## src/rtl/shaq_pkg.sv

```systemverilog
// Shared constants, types and helpers for the shifting-head array queue.
`timescale 1ns / 1ps
package shaq_pkg;

   localparam int CAPACITY = 8;
   localparam int DATA_W   = 8;
   localparam int COUNT_W  = 4;
   localparam int POS_W    = $clog2(CAPACITY + 1);
   localparam int ADDR_W   = (CAPACITY > 1) ? $clog2(CAPACITY) : 1;

   typedef logic [DATA_W-1:0]  data_type;
   typedef logic [COUNT_W-1:0] count_type;
   typedef logic [POS_W-1:0]   pos_type;
   typedef logic [ADDR_W-1:0]  addr_type;

   localparam logic     ACT_ENQUEUE = 1'b0;
   localparam logic     ACT_DEQUEUE = 1'b1;
   localparam data_type NONE_MARK   = data_type'(64);
   localparam pos_type  CAP_POS     = pos_type'(CAPACITY);
   localparam pos_type  FIRST_POS   = pos_type'(1);
   localparam pos_type  NO_POS      = pos_type'(0);

   // Positions are 1-based; the memory is addressed from 0.
   function automatic addr_type pos_to_addr(input pos_type pos);
      pos_type dec;
      dec = pos - FIRST_POS;
      return addr_type'(dec);
   endfunction

endpackage

```

## src/rtl/shaq_req_if.sv

```systemverilog
// Request channel of the shifting-head array queue.
`timescale 1ns / 1ps
interface shaq_req_if;
   logic                 valid;
   logic                 ready;
   logic                 action;
   shaq_pkg::data_type   data_in;

   modport source (output valid, output action, output data_in, input ready);
   modport sink   (input valid, input action, input data_in, output ready);
endinterface

```

## src/rtl/shaq_rsp_if.sv

```systemverilog
// Response channel of the shifting-head array queue.
`timescale 1ns / 1ps
interface shaq_rsp_if;
   logic                 valid;
   logic                 ready;
   shaq_pkg::data_type   data_out;
   logic                 rejected;
   logic                 is_empty;
   logic                 is_full;
   logic                 one_left;
   shaq_pkg::count_type  count;
   shaq_pkg::data_type   head_value;
   shaq_pkg::data_type   tail_value;

   modport source (output valid, output data_out, output rejected, output is_empty,
                   output is_full, output one_left, output count, output head_value,
                   output tail_value, input ready);
   modport sink   (input valid, input data_out, input rejected, input is_empty,
                   input is_full, input one_left, input count, input head_value,
                   input tail_value, output ready);
endinterface

```

## src/rtl/shifting_head_array_queue.sv

```systemverilog
// A result is registered from S_DONE once the response is free. A reject, a first enqueue or a
// dequeue with no memory read goes straight to S_DONE; an append passes S_APPEND, a dequeue that
// reads the new head byte S_HEADRD, and an enqueue at the last slot first S_SHIFT, which moves the
// live entries down one per cycle, then S_APPEND. One item is taken at a time, the next the cycle
// after a result is loaded; a response stall holds it. Reset clears the head and tail positions
// and the response; the slot memory is not cleared, since only live entries are ever read.
`timescale 1ns / 1ps
module shifting_head_array_queue (
   input  logic          clock,
   input  logic          reset,
   shaq_req_if.sink      req,
   shaq_rsp_if.source    rsp
);

   localparam logic [2:0] S_IDLE   = 3'd0;
   localparam logic [2:0] S_SHIFT  = 3'd1;
   localparam logic [2:0] S_APPEND = 3'd2;
   localparam logic [2:0] S_HEADRD = 3'd3;
   localparam logic [2:0] S_DONE   = 3'd4;

   shaq_pkg::data_type slot_mem [shaq_pkg::CAPACITY];

   logic [2:0]          state_ff, state_in;
   shaq_pkg::pos_type   head_ff, head_in;
   shaq_pkg::pos_type   tail_ff, tail_in;
   shaq_pkg::data_type  head_val_ff, head_val_in;
   shaq_pkg::data_type  tail_val_ff, tail_val_in;
   shaq_pkg::data_type  data_ff, data_in;
   shaq_pkg::data_type  out_ff, out_in;
   logic                rej_ff, rej_in;
   shaq_pkg::pos_type   rd_pos_ff, rd_pos_in;
   shaq_pkg::pos_type   wr_pos_ff, wr_pos_in;
   logic                rd_more_ff, rd_more_in;
   shaq_pkg::data_type  rd_q_ff;

   logic                mem_we, mem_re;
   shaq_pkg::addr_type  mem_waddr, mem_raddr;
   shaq_pkg::data_type  mem_wdata;

   logic                rsp_valid_ff;
   shaq_pkg::data_type  rsp_data_ff, rsp_head_ff, rsp_tail_ff;
   logic                rsp_rej_ff, rsp_empty_ff, rsp_full_ff, rsp_one_ff;
   shaq_pkg::count_type rsp_count_ff;

   logic                q_empty, q_full, q_one, rsp_free, rsp_load;
   shaq_pkg::pos_type   q_count;

   assign q_empty  = (tail_ff == shaq_pkg::NO_POS);
   assign q_full   = (tail_ff == shaq_pkg::CAP_POS) && (head_ff == shaq_pkg::FIRST_POS);
   assign q_one    = (head_ff == tail_ff) && (head_ff != shaq_pkg::NO_POS);
   assign q_count  = q_empty ? shaq_pkg::NO_POS : (tail_ff - head_ff + shaq_pkg::FIRST_POS);
   assign rsp_free = !rsp_valid_ff || rsp.ready;
   assign rsp_load = (state_ff == S_DONE) && rsp_free;

   assign req.ready = (state_ff == S_IDLE);

   always_comb begin
      state_in    = state_ff;
      head_in     = head_ff;
      tail_in     = tail_ff;
      head_val_in = head_val_ff;
      tail_val_in = tail_val_ff;
      data_in     = data_ff;
      out_in      = out_ff;
      rej_in      = rej_ff;
      rd_pos_in   = rd_pos_ff;
      wr_pos_in   = wr_pos_ff;
      rd_more_in  = rd_more_ff;
      mem_we      = 1'b0;
      mem_waddr   = shaq_pkg::pos_to_addr(tail_ff);
      mem_wdata   = data_ff;
      mem_re      = 1'b0;
      mem_raddr   = shaq_pkg::pos_to_addr(rd_pos_ff);

      unique case (state_ff)
         S_IDLE: begin
            if (req.valid) begin
               data_in = req.data_in;
               out_in  = '0;
               rej_in  = 1'b0;
               if (req.action == shaq_pkg::ACT_ENQUEUE) begin
                  if (q_full) begin
                     rej_in   = 1'b1;
                     state_in = S_DONE;
                  end else if (q_empty) begin
                     mem_we      = 1'b1;
                     mem_waddr   = shaq_pkg::pos_to_addr(shaq_pkg::FIRST_POS);
                     mem_wdata   = req.data_in;
                     head_in     = shaq_pkg::FIRST_POS;
                     tail_in     = shaq_pkg::FIRST_POS;
                     head_val_in = req.data_in;
                     tail_val_in = req.data_in;
                     state_in    = S_DONE;
                  end else if (tail_ff == shaq_pkg::CAP_POS) begin
                     // Tail at the last slot with room below the head: move down first.
                     mem_re     = 1'b1;
                     mem_raddr  = shaq_pkg::pos_to_addr(head_ff);
                     rd_pos_in  = head_ff + shaq_pkg::FIRST_POS;
                     rd_more_in = (head_ff != shaq_pkg::CAP_POS);
                     wr_pos_in  = shaq_pkg::FIRST_POS;
                     state_in   = S_SHIFT;
                  end else begin
                     state_in = S_APPEND;
                  end
               end else begin
                  if (q_empty) begin
                     out_in   = shaq_pkg::NONE_MARK;
                     state_in = S_DONE;
                  end else if (q_one) begin
                     out_in   = head_val_ff;
                     head_in  = shaq_pkg::NO_POS;
                     tail_in  = shaq_pkg::NO_POS;
                     state_in = S_DONE;
                  end else begin
                     out_in    = head_val_ff;
                     head_in   = head_ff + shaq_pkg::FIRST_POS;
                     mem_re    = 1'b1;
                     mem_raddr = shaq_pkg::pos_to_addr(head_ff + shaq_pkg::FIRST_POS);
                     state_in  = S_HEADRD;
                  end
               end
            end
         end
         S_SHIFT: begin
            // The entry read last cycle lands at the next free low slot.
            mem_we    = 1'b1;
            mem_waddr = shaq_pkg::pos_to_addr(wr_pos_ff);
            mem_wdata = rd_q_ff;
            wr_pos_in = wr_pos_ff + shaq_pkg::FIRST_POS;
            if (rd_more_ff) begin
               mem_re     = 1'b1;
               mem_raddr  = shaq_pkg::pos_to_addr(rd_pos_ff);
               rd_more_in = (rd_pos_ff != shaq_pkg::CAP_POS);
               rd_pos_in  = rd_pos_ff + shaq_pkg::FIRST_POS;
            end else begin
               head_in  = shaq_pkg::FIRST_POS;
               tail_in  = wr_pos_ff;
               state_in = S_APPEND;
            end
         end
         S_APPEND: begin
            mem_we      = 1'b1;
            mem_waddr   = shaq_pkg::pos_to_addr(tail_ff + shaq_pkg::FIRST_POS);
            mem_wdata   = data_ff;
            tail_in     = tail_ff + shaq_pkg::FIRST_POS;
            tail_val_in = data_ff;
            state_in    = S_DONE;
         end
         S_HEADRD: begin
            head_val_in = rd_q_ff;
            state_in    = S_DONE;
         end
         S_DONE: begin
            if (rsp_free) begin
               state_in = S_IDLE;
            end
         end
         default: begin
            state_in = S_IDLE;
         end
      endcase
   end

   always_ff @(posedge clock) begin
      if (mem_we) begin
         slot_mem[mem_waddr] <= mem_wdata;
      end
      if (mem_re) begin
         rd_q_ff <= slot_mem[mem_raddr];
      end
   end

   always_ff @(posedge clock) begin
      if (reset) begin
         state_ff   <= S_IDLE;
         head_ff    <= shaq_pkg::NO_POS;
         tail_ff    <= shaq_pkg::NO_POS;
         rd_more_ff <= 1'b0;
      end else begin
         state_ff   <= state_in;
         head_ff    <= head_in;
         tail_ff    <= tail_in;
         rd_more_ff <= rd_more_in;
      end
      head_val_ff <= head_val_in;
      tail_val_ff <= tail_val_in;
      data_ff     <= data_in;
      out_ff      <= out_in;
      rej_ff      <= rej_in;
      rd_pos_ff   <= rd_pos_in;
      wr_pos_ff   <= wr_pos_in;
   end

   always_ff @(posedge clock) begin
      if (reset) begin
         rsp_valid_ff <= 1'b0;
      end else if (rsp_load) begin
         rsp_valid_ff <= 1'b1;
      end else if (rsp.ready) begin
         rsp_valid_ff <= 1'b0;
      end
      if (rsp_load) begin
         rsp_data_ff  <= out_ff;
         rsp_rej_ff   <= rej_ff;
         rsp_empty_ff <= q_empty;
         rsp_full_ff  <= q_full;
         rsp_one_ff   <= q_one;
         rsp_count_ff <= shaq_pkg::count_type'(q_count);
         rsp_head_ff  <= q_empty ? '0 : head_val_ff;
         rsp_tail_ff  <= q_empty ? '0 : tail_val_ff;
      end
   end

   assign rsp.valid      = rsp_valid_ff;
   assign rsp.data_out   = rsp_data_ff;
   assign rsp.rejected   = rsp_rej_ff;
   assign rsp.is_empty   = rsp_empty_ff;
   assign rsp.is_full    = rsp_full_ff;
   assign rsp.one_left   = rsp_one_ff;
   assign rsp.count      = rsp_count_ff;
   assign rsp.head_value = rsp_head_ff;
   assign rsp.tail_value = rsp_tail_ff;

endmodule
```

## src/flat_wrapper.sv

```systemverilog
// flat-port wrapper written by rule: the top's interface ports become plain ports
module shifting_head_array_queue_flat 
  (clock, reset, req_valid, req_action, req_data_in, req_ready, rsp_valid, rsp_data_out, rsp_rejected, rsp_is_empty, rsp_is_full, rsp_one_left, rsp_count, rsp_head_value, rsp_tail_value, rsp_ready);
  shaq_req_if req_i ();
  shaq_rsp_if rsp_i ();
  input  logic clock;
  input  logic reset;
  input wire logic [$bits(req_i.valid)-1:0] req_valid;
  input wire logic [$bits(req_i.action)-1:0] req_action;
  input wire logic [$bits(req_i.data_in)-1:0] req_data_in;
  output wire logic [$bits(req_i.ready)-1:0] req_ready;
  output wire logic [$bits(rsp_i.valid)-1:0] rsp_valid;
  output wire logic [$bits(rsp_i.data_out)-1:0] rsp_data_out;
  output wire logic [$bits(rsp_i.rejected)-1:0] rsp_rejected;
  output wire logic [$bits(rsp_i.is_empty)-1:0] rsp_is_empty;
  output wire logic [$bits(rsp_i.is_full)-1:0] rsp_is_full;
  output wire logic [$bits(rsp_i.one_left)-1:0] rsp_one_left;
  output wire logic [$bits(rsp_i.count)-1:0] rsp_count;
  output wire logic [$bits(rsp_i.head_value)-1:0] rsp_head_value;
  output wire logic [$bits(rsp_i.tail_value)-1:0] rsp_tail_value;
  input wire logic [$bits(rsp_i.ready)-1:0] rsp_ready;
  assign req_i.valid = req_valid;
  assign req_i.action = req_action;
  assign req_i.data_in = req_data_in;
  assign req_ready = req_i.ready;
  assign rsp_valid = rsp_i.valid;
  assign rsp_data_out = rsp_i.data_out;
  assign rsp_rejected = rsp_i.rejected;
  assign rsp_is_empty = rsp_i.is_empty;
  assign rsp_is_full = rsp_i.is_full;
  assign rsp_one_left = rsp_i.one_left;
  assign rsp_count = rsp_i.count;
  assign rsp_head_value = rsp_i.head_value;
  assign rsp_tail_value = rsp_i.tail_value;
  assign rsp_i.ready = rsp_ready;
  shifting_head_array_queue u_core (.clock(clock), .reset(reset), .req(req_i), .rsp(rsp_i));
endmodule
```

## config.mk

```make
export PLATFORM = sky130hd
export DESIGN_NAME = shifting_head_array_queue_flat
export DESIGN_NICKNAME = d
export VERILOG_FILES = /design/src/rtl/shaq_pkg.sv /design/src/rtl/shaq_req_if.sv /design/src/rtl/shaq_rsp_if.sv /design/src/rtl/shifting_head_array_queue.sv /design/src/flat_wrapper.sv
export SDC_FILE = /design/constraint.sdc
export NUM_CORES = 1
export LEC_CHECK = 0
export BUFFER_PORTS_ARGS = -buffer_cell sky130_fd_sc_hd__buf_2
export CAP_MARGIN = 10
export CELL_PAD_IN_SITES_DETAIL_PLACEMENT = 1
export CELL_PAD_IN_SITES_GLOBAL_PLACEMENT = 1
export CORE_ASPECT_RATIO = 1.25
export CORE_MARGIN = 2
export CORE_UTILIZATION = 53
export CTS_BUF_LIST = sky130_fd_sc_hd__clkbuf_8 sky130_fd_sc_hd__clkbuf_16
export CTS_CLUSTER_DIAMETER = 80
export DETAILED_ROUTE_END_ITERATION = 10
export GPL_TIMING_DRIVEN = 0
export MAX_ROUTING_LAYER = met4
export PLACE_DENSITY = 0.95
export SLEW_MARGIN = 10
export SYNTH_ARGS = -nofsm -noshare
export SYNTH_HDL_FRONTEND = slang
export SYNTH_SLANG_ARGS = --single-unit
```

## constraint.sdc

```tcl
create_clock -name clock -period 7.7 [get_ports clock]
set_input_delay 1.155 -clock clock [delete_from_list [all_inputs] [get_ports clock]]
set_output_delay 1.155 -clock clock [all_outputs]
set_load 0.02 [all_outputs]
```

==> impl_metrics.ini <==
[floorplan]
die_area_mm2 = 0.0185
die_h_um = 152
die_x_um = 122
fp-row-count = 54
core-area_mm2 = 0.0173
initial_core_util_pct = 53.5
io-pin-count = 47

[sta]
max-slew-margin-rel_pct = 22.3
min_period_ns = 5.21
tightest_slew_ns = 1.16
fmax_achieved_mhz = 192
tns_ns = 0
final_min_period_over_clock_period_pct = 67.7
max_slew_violation_count = 0
report.final.hold_viol_count = 0
finalClockSkew_ns = 0.00989
final.setup.worst_slack_ns = 2.49
setup_violations = 0
rsz_0062_raised_after_global_routing = no

[worst_setup_path]
worst_setup_path_start_kind = flop
cp.required_ns = 7.86
crit_path_top_delay_cell = sky130_fd_sc_hd__mux2i_1
worstSetupPathType = flop to flop
r2r-start = u_core.head_ff[0]$_SDFFE_PP0P_
crit_top_cell = sky130_fd_sc_hd__clkbuf_1
critPathCaptureType = flop
regToRegSetupSlack_ns = 2.49
reg2reg_depth = 13
worst_path_largest_cell_delay_ns = 0.70
crit_path_max_fanout = 11
path_cells = clkbuf_1 -> inv_1 -> clkbuf_1 -> clkbuf_1 -> ha_1 -> nor2b_1 -> o21ai_2 -> a21o_1 -> o21ai_0 -> a21oi_2 -> buf_6 -> mux2i_1 -> mux2i_1
worst-endpoint-arrival_ns = 5.37
r2r_end = u_core.rd_q_ff[2]$_DFFE_PP_

[route]
detail-route-antenna-nets = 0
detail_route.drc_violations = 0
routedWlPerCell_um = 28.4
post_detailed_route_via_to_cell_ratio = 7.20
routed_wirelength_um = 34800
drtPass1Iterations = 5
route.vias.total = 8815
dr.first_iter.drc_count = 1135

[pwr]
internal-power_mw = 2.17
power_switching_mw = 1.78
ir_drop_v = 0.000188
p_clk_share_pct = 22.2
share_comb_of_total_power_pct = 43.4
power.share.switching_pct = 45.0
fin_total_pwr_mw = 3.95
power.density_mw_per_mm2 = 378
seqPwrFrac_pct = 34.4
p_leak_nw = 3.78

[cts]
clock_sinks = 158
clock_insertion_delay_worst_skew_ns = 0.45
max-clock-path-buffers = 2
cts.clk_slew.worst_paths_ns = 0.08
post_cts_hold_buffer_count = 0
htree_levels = 4
clock_tree.root_cell = sky130_fd_sc_hd__clkbuf_16
cts_tree = done
ctsResizeCount = 0
post_cts_buffers = 0
cts_buffers = 17

[place]
dp.cells = 1192
detailedPlace.worstSlack_ns = 3.05
port-buffer-count = 46
place_area_mm2 = 0.00983
gp_congestion = 0.986
detail_placement_hpwl_um = 23000

[grt]
antenna_violations_before_repair = 0
grt-ovfl-total = 0
first_global_vias = 9026
globalRoute.busiestLayer = met2
grt_first_pass_wirelength_um = 52800
groute.usage.overall_pct = 39.6
met3_usage_pct = 9.99
grt_use_met2_pct = 64.4
grt_max_degree = 33
met1_usage_pct = 43.5

[worst_hold_path]
timing.hold.worst.start = u_core.out_ff[2]$_SDFFCE_PP0P_
hold_path.class = flop to flop
worstHoldEndpoint = u_core.rsp.data_out[2]$_DFFE_PP_
hold_path_cell_cnt = 0

[layout]
drive_gt1_share_pct = 12.9
post_layout_instance_area_mm2 = 0.0104
nNetsFinal = 1015
layout-area-overhead-vs-synth_pct = 12.9
layout.cells.non_filler = 1224
antennaDiodeCount = 0
layout_commonest_cell = sky130_fd_sc_hd__edfxtp_1
commonest_cells_after_routing_fill_and_taps_aside = sky130_fd_sc_hd__edfxtp_1, sky130_fd_sc_hd__nand3_1, sky130_fd_sc_hd__nand2_1

[synthesis]
synth-seq-area-share_pct = 49.9
syn-cell-area_mm2 = 0.00925
post_synth_and_or_nand_nor_area_fraction_pct = 18.7
synth_enable_flop_cells = 145
postSynthNetCount = 942
largest_family_of_logic_cells_by_synthesized_area = simple AND/OR/NAND/NOR gates
netlist-cell-type-count = 58
yosys_most_used_dff = sky130_fd_sc_hd__edfxtp_1
synth-xor-area-share_pct = 1.52
netlist_instances = 914
synth_area_per_cell_um2 = 10.1
async_reset_ff_share_pct = 0
ys_seq_elements = 158
yosys.area_share.adder_pct = 2.11
synth-warning-count = 0
synth-compound-area-share_pct = 17.6
proportion_of_synthesized_area_in_mux_cells_pct = 3.80

[outcome]
run_status = complete, no violations

[job]
maxCapViolCount = 0
-- power groups by stage --
stage                     Combinational, mW  Sequential (mW)  Clock (mW)
after floorplan                       0.919             1.40           0
after global placement                 1.46             1.35           0
after detailed placement               1.59             1.37           0
after CTS                              1.64             1.36       0.880
after global routing                   1.79             1.37       0.904
final                                  1.71             1.36       0.878
-- cells in the mapped netlist (10+ instances only) --
| cell | instances | area share [%] |
|---|---|---|
| sky130_fd_sc_hd__nor2_1 | 27 | 1.1 |
| sky130_fd_sc_hd__edfxtp_1 | 145 | 47 |
| sky130_fd_sc_hd__xnor2_1 | 10 | 0.95 |
| sky130_fd_sc_hd__nor2b_1 | 11 | 0.74 |
| sky130_fd_sc_hd__inv_1 | 49 | 2.0 |
| sky130_fd_sc_hd__mux2i_1 | 25 | 2.7 |
| sky130_fd_sc_hd__o21ai_0 | 19 | 1.0 |
| sky130_fd_sc_hd__nand2_1 | 76 | 3.1 |
| sky130_fd_sc_hd__a311oi_1 | 33 | 3.1 |
| sky130_fd_sc_hd__a22oi_1 | 17 | 1.4 |
| sky130_fd_sc_hd__nor3_1 | 35 | 1.9 |
| sky130_fd_sc_hd__nand3_1 | 105 | 5.7 |
| sky130_fd_sc_hd__ha_1 | 14 | 1.9 |
| sky130_fd_sc_hd__a31oi_1 | 34 | 2.3 |
| sky130_fd_sc_hd__clkbuf_1 | 64 | 2.6 |
| sky130_fd_sc_hd__o311a_1 | 32 | 3.5 |
| sky130_fd_sc_hd__buf_2 | 14 | 0.76 |
| sky130_fd_sc_hd__a2111oi_0 | 33 | 3.1 |
| sky130_fd_sc_hd__and2_1 | 19 | 1.3 |
| sky130_fd_sc_hd__and3_1 | 44 | 3.0 |
| sky130_fd_sc_hd__dfxtp_1 | 13 | 2.8 |
| sky130_fd_sc_hd__a21oi_1 | 20 | 1.1 |
-- worst max-delay path by stage --
stage	from	to	cells past startpoint
6_report	u_core.head_ff[0]$_SDFFE_PP0P_	u_core.rd_q_ff[2]$_DFFE_PP_	13
5_1_grt	u_core.head_ff[0]$_SDFFE_PP0P_	u_core.rd_q_ff[2]$_DFFE_PP_	13
4_1_cts	u_core.head_ff[0]$_SDFFE_PP0P_	u_core.rd_q_ff[2]$_DFFE_PP_	13
3_5_place_dp	req_valid	u_core.rd_q_ff[2]$_DFFE_PP_	11
3_3_place_gp	u_core.state_ff[1]$_SDFFE_PP0P_	u_core.slot_mem[4][5]$_DFFE_PP_	10
2_1_floorplan	u_core.state_ff[1]$_SDFFE_PP0P_	u_core.slot_mem[4][0]$_DFFE_PP_	10
-- worst max-delay path: cells and delay by family, from the launching register on --
kind / cells / cell delay (ns)
mux: 2 / 0.88
buf+inv: 5 / 1.62
compound gates: 4 / 1.51
fa+ha+maj: 1 / 0.35
flops: 1 / 0.38
simple gates: 1 / 0.16
-- area by class of cell --
type,count,area [um2]
Clock inverter,15,180
Tap cell,224,280
Multi-Input combinational cell,616,4060
Buffer,89,397
Clock buffer,17,425
Inverter,51,191
Timing Repair Buffer,54,294
Fill cell,1927,6860
Sequential cell,158,4610
-- routing by layer --
metal  wire [um]  part of all wire [%]
met1       12300                    35
met4        2460                   7.1
met2       16700                    48
met5           0                     0
met3        3360                   9.7
-- per-stage QoR --
stage / hold slack, ns / utilization (%)
6_report: 0.427 / 60.4
3_3_place_gp: 0.402 / 56.4
5_1_grt: 0.436 / 60.4
4_1_cts: 0.424 / 60.3
2_1_floorplan: 0.400 / -
3_5_place_dp: 0.406 / 56.8
-- state kept, by name (all words and copies together) (netlist names), 4 cells and up --
register and count:
u_core.rd_q_ff 8, u_core.rsp.data_out 8, u_core.rsp.head_value 8, u_core.out_ff 8, u_core.rsp.tail_value 8, u_core.tail_ff 4, u_core.wr_pos_ff 4, u_core.rsp.count 4
u_core.head_ff 4, u_core.slot_mem 64, u_core.tail_val_ff 8, u_core.rd_pos_ff 4, u_core.data_ff 8, u_core.head_val_ff 8
-- logic make-up (layout without fill, tap and decap cells) --
kind of cell	count (synthesis)	after routing
flip-flops	158	158
multiplexers	34	34
XOR/XNOR	16	16
AO/OA/AOI/OAI	210	210
AND/OR/NAND/NOR	341	341
buffers and inverters	140	226
adder cells (fa/ha/maj)	15	15
Note: power is estimated with default switching activity, not from simulation.
